$ cat src/rtl/pclm_ram.sv
// ----------------------------------------------------------------------------
// pclm_ram: generic single write, single read RAM
// Registered read port.
// ----------------------------------------------------------------------------
module pclm_ram #(
	parameter int WIDTH = 32,
	parameter int DEPTH = 16
) (
	input  logic                     clk,
	input  logic                     we,
	input  logic [$clog2(DEPTH)-1:0] waddr,
	input  logic [WIDTH-1:0]         wdata,
	input  logic [$clog2(DEPTH)-1:0] raddr,
	output logic [WIDTH-1:0]         rdata
);
	logic [WIDTH-1:0] mem [DEPTH];

	always_ff @(posedge clk) begin
		if (we) mem[waddr] <= wdata;
		rdata <= mem[raddr];
	end
endmodule

$ cat config.mk
export PLATFORM = sky130hd
export DESIGN_NAME = pclm_ram
export DESIGN_NICKNAME = d
export VERILOG_FILES = /design/src/rtl/pclm_ram.sv
export SDC_FILE = /design/constraint.sdc
export NUM_CORES = 1
export LEC_CHECK = 0
export BUFFER_PORTS_ARGS = -buffer_cell sky130_fd_sc_hd__buf_2
export CAP_MARGIN = 0
export CORE_ASPECT_RATIO = 0.9
export CORE_MARGIN = 2
export CORE_UTILIZATION = 61
export CTS_CLUSTER_SIZE = 24
export DETAILED_ROUTE_END_ITERATION = 10
export PLACE_DENSITY = 0.77
export SLEW_MARGIN = 10
export SYNTH_ARGS = -nofsm -noshare
export SYNTH_HDL_FRONTEND = slang
export SYNTH_SLANG_ARGS = --single-unit
$ cat constraint.sdc
create_clock -name clk -period 5.5 [get_ports clk]
set_input_delay 1.1 -clock clk [delete_from_list [all_inputs] [get_ports clk]]
set_output_delay 1.1 -clock clk [all_outputs]
set_load 0.01 [all_outputs]
==> results of run 1 <==
-- flip-flops by register name, summed over array words and instances (netlist names) --
signal  count
rdata      32
mem       512
-- synth_stat cells, drive strengths merged --
cell type  instances
edfxtp           512
mux4             128
a22oi             64
nand2             33
dfxtp             32
buf               26
clkbuf            17
nor2              13
nor3               4
nand2b             2
nand3b             2
nor2b              2
and2               1
nand3              1
or3b               1
-- report_power, final --
| part | leakage [uW] | internal, uW | switching, uW |
|---|---|---|---|
| combinational | 0.00155 | 163 | 240 |
| clock | 0.000817 | 2040 | 1450 |
| sequential | 0.00489 | 4630 | 30.2 |
| total | 0.00726 | 6840 | 1720 |
-- critical path, delay by kind of cell --
family | cells | cell delay (ps)
buf+inv | 2 | 1150
mux | 1 | 550
compound gates | 1 | 280
simple gates | 1 | 90
-- stage by stage --
stage | setup WS, ps | hold WS, ps
3_5_place_dp | 2070 | 658
6_report | 2710 | 663
4_1_cts | 2660 | 665
2_1_floorplan | 1220 | 635
5_1_grt | 2540 | 691
3_3_place_gp | 1990 | 648
-- how the worst min path moves through the flow --
stage               cells past startpoint   endpoint  slack (ps)
CTS                                     3  rdata[20]         660
finish                                  3  rdata[20]         660
floorplan                               3   rdata[0]         630
detailed placement                      3  rdata[21]         660
global route                            3  rdata[20]         690
global placement                        3   rdata[5]         650
-- area by class of cell --
type                       instances  area [sq um]  area share [%]
tap                              416           520            2.31
multi-input combinational        251          3760            16.7
clock inverter                    27           287            1.27
sequential                       544         16000            71.1
timing repair buffer              96           549            2.44
clock buffer                      67          1410            6.24
-- metal layers --
metal  vias up  track usage [%]  share of wire [%]
met2       449             38.2                 49
li1       3786                -                  -
met5         -                0              0.065
met1      4894             36.8                 41
met4         4             5.27                1.7
met3        57             5.15                8.6
-- logic make-up after synthesis --
group	synth area share, %
flip-flops	80.7
multiplexers	14.5
AO/OA/AOI/OAI	2.42
AND/OR/NAND/NOR	1.27
buffers and inverters	1.12
==> reports/results.ini, run 1 <==
[synth]
synth_top_cell_area_share_pct = 77.4
ys_ff_latch = 544
synth.distinct_cells = 18
synth.area.top_cells = edfxtp_1, mux4_2, dfxtp_1
syn-num-nets = 880
postSynthCellCount = 838
yosys.area.top_type = edfxtp_1
netlist_area_sq_um = 19900
yosysWarnings = 0
synth_area_per_cell_sq_um = 23.7
seq_area_frac_synth_pct = 80.7

[clock_tree]
root_buffer = clkbuf_16
clk_latency_ps = 560
clkSinkCount = 544
postCtsHoldBufs = 0
cts.clk_slew.worst_paths_ps = 70
ctsResizeCount = 0
post_cts_buffers = 0
cts_tree = built
clockBufferDepth = 3
cts_buffers = 51
htree_levels = 2

[sta]
fin_worst_skew_ps = 12.5
period_needed_ps = 2790
final-hold-violation-count = 0
setup_viol = 0
fin_tns_setup_ps = 0
fmax_mhz = 359
fin_crit_sh_pct = 50.7
tightest_slew_ps = 1260
rsz0062_at_grt = false
slew_headroom_pct = 15.5
drv_slew = 0

[pwr]
total_power_uw = 8560
total_leakage_power_uw = 0.00726
p_per_area_nw_per_um2 = 380
ir_drop_mv = 0.337

[setup_path]
r2r_cells = 3
path_cells = clkbuf_8, buf_4, mux4_2, a22oi_1, nand2_1
critPathMaxStageDelay_ps = 660
r2r_slack_ps = 4100
path_class = input pin to register
cp-start-kind = input pin
rr_startpoint = mem[7][19]
required_ps = 5940
cp-endpoint = rdata[18]
reg2reg_to = rdata[19]
cp-startpoint = raddr[0]
cp_slowest_cell = clkbuf_8
critPathArrivalTime_ps = 3230
end_kind = register
cp_max_fo = 70

[worst_hold_path]
worst_hold_startpoint = mem[14][20]
hold_class = register to register

[flow_run]
maxCapViolCount = 0

[cells_and_area]
area_growth_pct = 13.5
nets = 986
utilization_pct = 70.5
final_common_cell = edfxtp_1
diodes = 0
layout_common_cells = edfxtp_1, mux4_2, buf_2, a22oi_1, clkbuf_16
design_area_sq_um = 22500
fillers = 1858
final_layout_size_suffix_gt1_share_pct = 32.7
finalNonFillerCells = 1401

[run_status]
status = complete, no violations

[route]
ant_nets = 0
drtIter0Drc = 1056
vias = 9190
first_pass_iters = 5
route.detailed.drc = 0
routed_wl_mm = 40.1
drt-vias-per-instance = 6.56
avgRoutedWirePerCell_microns = 28.7

[floorplan]
die_area_sq_um = 34000
fp.dieW_microns = 194
fp-row-count = 62
die_h_microns = 175
ioPinCount = 74
initial_core_util_pct = 62.1
core_sq_um = 32000

[global_route]
antenna_found_initial = 2
grt_first_pass_wirelength_mm = 60.2
grt_max_degree = 71
grt_usage_pct = 24.5
grt_pass1_vias = 9465
grt_overflow_total = 0

[placed_design]
dp_hpwl_mm = 21.0
numPortBuffers = 73
place.gp.congestion = 0.746
dpl_cell_area_sq_um = 20800
dp_cells = 1307

Power figures use the tool's default switching activity.
==> run 2, diff against run 1 <==
--- a/config.mk
+++ b/config.mk
@@ -5,14 +5,15 @@
 export SDC_FILE = /design/constraint.sdc
 export NUM_CORES = 1
 export LEC_CHECK = 0
+export ABC_AREA = 1
 export BUFFER_PORTS_ARGS = -buffer_cell sky130_fd_sc_hd__buf_2
 export CAP_MARGIN = 0
 export CORE_ASPECT_RATIO = 0.9
 export CORE_MARGIN = 2
-export CORE_UTILIZATION = 61
+export CORE_UTILIZATION = 62
 export CTS_CLUSTER_SIZE = 24
 export DETAILED_ROUTE_END_ITERATION = 10
-export PLACE_DENSITY = 0.77
+export PLACE_DENSITY = 0.78
 export SLEW_MARGIN = 10
 export SYNTH_ARGS = -nofsm -noshare
 export SYNTH_HDL_FRONTEND = slang
==> constraint.sdc (replaced) <==
create_clock -name clk -period 2.8 [get_ports clk]
set_input_delay 0.56 -clock clk [delete_from_list [all_inputs] [get_ports clk]]
set_output_delay 0.56 -clock clk [all_outputs]
set_load 0.01 [all_outputs]
==> run 2 against run 1 <==
Sequential share of layout area fell by 7.5 points; setup slack worse by 1600 ps; clock power rose by 91%; count of clock-buffer cells in the layout rose by 12; non-clock buffer count is 23 higher; global-route usage is 3.5 points higher; wire length rose by 29%.
==> reports/results.ini, run 2 <==
[synth]
postSynthCellCount = 2120
synthArstFlopShare_pct = 0
syn-num-nets = 2162
synth_mux_area_share_pct = 0
synth_area_per_cell_sq_um = 10.7
synthAdderAreaFrac_pct = 0
synth_top_family_by_area = simple AND/OR/NAND/NOR gates
ys_ff_latch = 544
synth_top_cell_area_share_pct = 67.6
synth.distinct_cells = 15
synth.most_common_cell = nand2_1
synth_common_cells = nand2_1, edfxtp_1, inv_1, nand3_1, buf_2
yosysWarnings = 0
seq_area_frac_synth_pct = 70.5
netlist_area_sq_um = 22700
synth_edf_count = 512
yosys.area.top_type = edfxtp_1
ys.flop_type = edfxtp_1
synth-compound-area-share_pct = 0
synth_xor_area_share_pct = 0
synth.area.top_cells = edfxtp_1, nand2_1, nand3_1
yosys.area_share.simple_pct = 20.0

[setup_path]
cp-startpoint = rdata[17]
critPathArrivalTime_ps = 1100
r2r_slack_ps = 1730
path_cells = buf_2
cp_max_fo = 1
cp-start-kind = register
critPathMaxStageDelay_ps = 370
critPathBufInv = 1
rr_startpoint = mem[9][28]
reg2reg_to = rdata[28]
cp_top_family = flip-flops
path_class = register to primary output
required_ps = 2240
end_kind = primary output
r2r_cells = 6
cp-endpoint = rdata[17]
cp_slowest_cell = dfxtp_1
crit_cells = 1

[sta]
slew_headroom_pct = 40.5
fmax_mhz = 604
setup_viol = 0
tightest_slew_ps = 892
hold_ws_ps = 368
fin_crit_sh_pct = 59.1
rsz0062_at_grt = false
fin_tns_setup_ps = 0
period_needed_ps = 1660
final-hold-violation-count = 0
fin_worst_skew_ps = 9.36
drv_slew = 0
timing.final.ws_setup_ps = 1140

[clock_tree]
postCtsHoldBufs = 0
htree_levels = 2
clkSinkCount = 544
root_buffer = clkbuf_16
clk_latency_ps = 570
cts.clk_slew.worst_paths_ps = 60
cts_tree = built
post_cts_buffers = 0
cts_buffers = 52
clockBufferDepth = 3
ctsResizeCount = 0

[floorplan]
initial_core_util_pct = 62.8
ioPinCount = 74
fp.dieW_microns = 206
die_area_sq_um = 38200
fp-row-count = 66
core_sq_um = 36200
die_h_microns = 186

[route]
routed_wl_mm = 51.8
drt-vias-per-instance = 5.54
drtIter0Drc = 1632
avgRoutedWirePerCell_microns = 19.1
first_pass_iters = 6
ant_nets = 0
vias = 15000
route.detailed.drc = 0

[cells_and_area]
design_area_sq_um = 25200
area_growth_pct = 10.8
final_common_cell = nand2_1
regMostFlops = mem
nets = 2230
layout_common_cells = nand2_1, edfxtp_1, inv_1, nand3_1, buf_2
reg_top3 = mem: 512 flops, rdata: 32 flops
final_layout_size_suffix_gt1_share_pct = 9.06
largest_reg_flops = 512
fillers = 2513

[global_route]
grt_usage_pct = 28.0
grt_pass1_vias = 15300
grt_first_pass_wirelength_mm = 81.0
grt_max_degree = 182
grt_overflow_total = 0
antenna_found_initial = 1

[worst_hold_path]
hold_depth = 1
worst_hold_startpoint = wdata[8]
hold_class = input pin to register

[pwr]
p_per_area_nw_per_um2 = 670
ir_drop_mv = 0.587
total_leakage_power_uw = 0.0108

[placed_design]
dpl_cell_area_sq_um = 23600
numPortBuffers = 73
place.gp.congestion = 0.763
pre_cts_slack_ps = 653
dp_hpwl_mm = 28.5

[flow_run]
maxCapViolCount = 0

[run_status]
status = complete, no violations

-- run 2: cell types whose count changed after synthesis, sizes merged --
cell and change:
nand2 +644, inv +390, nand3 +384, mux4 -128, buf +65, a22oi -64
nor2 +4, nor3 -4, clkbuf -3, nand2b -2, nor2b -2, and2 -1
or3b -1
-- run 2: worst min path at each step --
stage	endpoint	slack [ps]
CTS	mem[3][8]	340
detailed placement	rdata[26]	640
global route	mem[12][8]	360
finish	mem[3][8]	370
floorplan	rdata[0]	610
global placement	rdata[23]	640
-- run 2: per-layer routing --
metal | vias to the layer above | global-route usage, % | share of wire, %
li1 | 6978 | - | -
met1 | 7136 | 36.6 | 39
met2 | 758 | 47.6 | 50
met3 | 121 | 4.08 | 7.9
met4 | 0 | 11.7 | 3.3
met5 | - | 0 | 0
-- run 2: cell families after synthesis --
logic type	after synthesis
buf+inv	495
flops	544
simple gates	1081
-- run 2: final cells by class --
| type | count | area (sq um) | area share [%] |
|---|---|---|---|
| clock inverter | 16 | 146 | 0.581 |
| timing repair buffer | 119 | 847 | 3.36 |
| sequential | 544 | 16000 | 63.6 |
| inverter | 390 | 1470 | 5.84 |
| multi-input combinational | 1081 | 4670 | 18.5 |
| antenna | 2 | 5.00 | 0.0199 |
| tap | 476 | 596 | 2.36 |
| clock buffer | 79 | 1440 | 5.73 |
-- run 2: power by group --
| group | switching (uW) | internal (uW) | leakage (uW) |
|---|---|---|---|
| registers | 52.5 | 9100 | 0.00490 |
| clock network | 2840 | 3810 | 0.000773 |
| logic | 760 | 302 | 0.00514 |
| total | 3660 | 13200 | 0.0108 |
-- run 2: through the flow --
stage	std cells	power [uW]	util [%]
global route	2706	17400	69.6
CTS	2705	16900	69.6
finish	2707	16900	69.6
global placement	2610	10300	65.2
detailed placement	2610	10400	65.2
floorplan	2120	9970	-
==> run 3, diff against run 2 <==
--- a/config.mk
+++ b/config.mk
@@ -5,15 +5,15 @@
 export SDC_FILE = /design/constraint.sdc
 export NUM_CORES = 1
 export LEC_CHECK = 0
-export ABC_AREA = 1
+export ABC_AREA = 0
 export BUFFER_PORTS_ARGS = -buffer_cell sky130_fd_sc_hd__buf_2
 export CAP_MARGIN = 0
 export CORE_ASPECT_RATIO = 0.9
 export CORE_MARGIN = 2
-export CORE_UTILIZATION = 62
+export CORE_UTILIZATION = 55
 export CTS_CLUSTER_SIZE = 24
 export DETAILED_ROUTE_END_ITERATION = 10
-export PLACE_DENSITY = 0.78
+export PLACE_DENSITY = 0.73
 export SLEW_MARGIN = 10
 export SYNTH_ARGS = -nofsm -noshare
 export SYNTH_HDL_FRONTEND = slang
==> constraint.sdc (replaced) <==
create_clock -name clk -period 1.4 [get_ports clk]
set_input_delay 0.28 -clock clk [delete_from_list [all_inputs] [get_ports clk]]
set_output_delay 0.28 -clock clk [all_outputs]
set_load 0.01 [all_outputs]
==> run 3 against run 2 <==
Sequential share of layout area up 3.3 points; critical path depth unchanged; clock power up 120%; power up 110%; count of clock-buffer cells in the layout down 19; utilization down 2.8 points; design area down 4.9%; wire length down 21%; final cell count down 44%; via count down 37%; sequential power up 100%; largest cell class unchanged; die area down 1.5%.
==> reports/results.ini, run 3 (synthesized netlist as in run 1, its figures left out) <==
[cells_and_area]
largest_reg_flops = 512
nets = 1050
diodes = 0
final_layout_size_suffix_gt1_share_pct = 38.7
layout_common_cells = edfxtp_1, mux4_2, buf_2, a22oi_1, buf_12
reg_top3 = mem: 512 flops, rdata: 32 flops
regMostFlops = mem
area_growth_pct = 20.6
final_common_cell = edfxtp_1
fillers = 2215

[pwr]
ir_drop_mv = 0.869
p_per_area_nw_per_um2 = 1450
total_leakage_power_uw = 0.00789

[sta]
slew_headroom_pct = 56.6
fin_worst_skew_ps = 23.0
tightest_slew_ps = 650
period_needed_ps = 1370
rsz0062_at_grt = false
final-hold-violation-count = 0
fin_crit_sh_pct = 97.7
setup_viol = 0
fin_tns_setup_ps = 0
drv_slew = 0
timing.final.ws_setup_ps = 32.6
fmax_mhz = 731

[floorplan]
fp-row-count = 66
ioPinCount = 74
fp.dieW_microns = 204
die_area_sq_um = 37600
core_sq_um = 35800
die_h_microns = 184
initial_core_util_pct = 55.4

[setup_path]
cp-startpoint = rdata[3]
cp-endpoint = rdata[3]
cp-start-kind = register
cp_max_fo = 1
path_class = register to primary output
critPathMaxStageDelay_ps = 380
reg2reg_to = rdata[29]
path_cells = buf_2
end_kind = primary output
crit_cells = 1
cp_slowest_cell = dfxtp_2
critPathArrivalTime_ps = 1090
required_ps = 1120
rr_startpoint = mem[3][29]
cp_top_family = flip-flops
critPathBufInv = 1
r2r_cells = 3
r2r_slack_ps = 40

[placed_design]
numPortBuffers = 73
dp_hpwl_mm = 23.1
place.gp.congestion = 0.728
pre_cts_slack_ps = -346

[route]
drt-vias-per-instance = 6.16
routed_wl_mm = 41.0
drtIter0Drc = 894
first_pass_iters = 5
avgRoutedWirePerCell_microns = 26.9
ant_nets = 0
vias = 9394
route.detailed.drc = 0

[clock_tree]
cts.clk_slew.worst_paths_ps = 70
clockBufferDepth = 3
root_buffer = clkbuf_16
cts_buffers = 50
clk_latency_ps = 580
postCtsHoldBufs = 0
htree_levels = 2
clkSinkCount = 544
cts_tree = built

[worst_hold_path]
worst_hold_startpoint = wdata[28]
hold_class = input pin to register

[flow_run]
maxCapViolCount = 0

[global_route]
antenna_found_initial = 3
grt_overflow_total = 0
grt_max_degree = 33
grt_pass1_vias = 9531
grt_first_pass_wirelength_mm = 60.9
grt_usage_pct = 22.5

[run_status]
status = complete, no violations

-- run 3: changes by cell type in the layout (fill, tap and decap cells not counted), sizes merged, moves of 4 or more --
cell and change:
nand2 -644, inv -386, nand3 -384, mux4 +128, a22oi +64, buf +42
clkbuf -19, bufinv +7, clkinv +5, nor2 -4, nor3 +4
-- run 3: worst min path at each step --
stage                  end  slack (ps)  cells past startpoint
6_report       mem[12][28]          60                      1
5_1_grt        mem[10][26]          60                      1
4_1_cts        mem[12][28]          40                      1
3_5_place_dp     rdata[19]         650                      3
3_3_place_gp     rdata[11]         650                      3
2_1_floorplan    mem[0][0]         380                      0
-- run 3: what timing repair did --
action,CTS,global route
pin swaps,0,0
endpoints found under the setup margin,2,4
buffers inserted,0,0
endpoints found under the hold margin,0,0
resized for setup,2,4
cloned,0,0
-- run 3: where the power goes --
group | switching (uW) | total [uW] | internal [uW]
clock | 5840 | 14600 | 8760
combinational | 999 | 1890 | 888
sequential | 128 | 18300 | 18200
-- run 3: metrics by stage --
stage	utilization, %	area [sq um]	hold slack [ps]	cells	total power [uW]
2_1_floorplan	-	20200	379	838	19600
3_3_place_gp	61.8	22100	648	1432	20500
3_5_place_dp	61.8	22100	652	1432	20600
4_1_cts	66.8	23900	42.9	1526	35100
5_1_grt	66.8	23900	61.0	1526	35700
6_report	66.8	23900	60.9	1526	34800
-- run 3: area by class of cell --
type                            instances  area (sq um)  area share, %
Timing Repair Buffer                  161          1710           7.15
Clock inverter                         34           454           1.90
Clock buffer                           60          1350           5.63
Tap cell                              476           596           2.49
Multi-Input combinational cell        251          3820           15.9
Sequential cell                       544         16000           66.9
-- run 3: routing by layer --
metal	part of all wire, %	GRT usage (%)	vias up
met5	0.068	0	-
met2	49	35.8	421
met1	42	33.4	4992
li1	-	-	3922
met4	1.7	5.65	4
met3	7.4	3.70	55
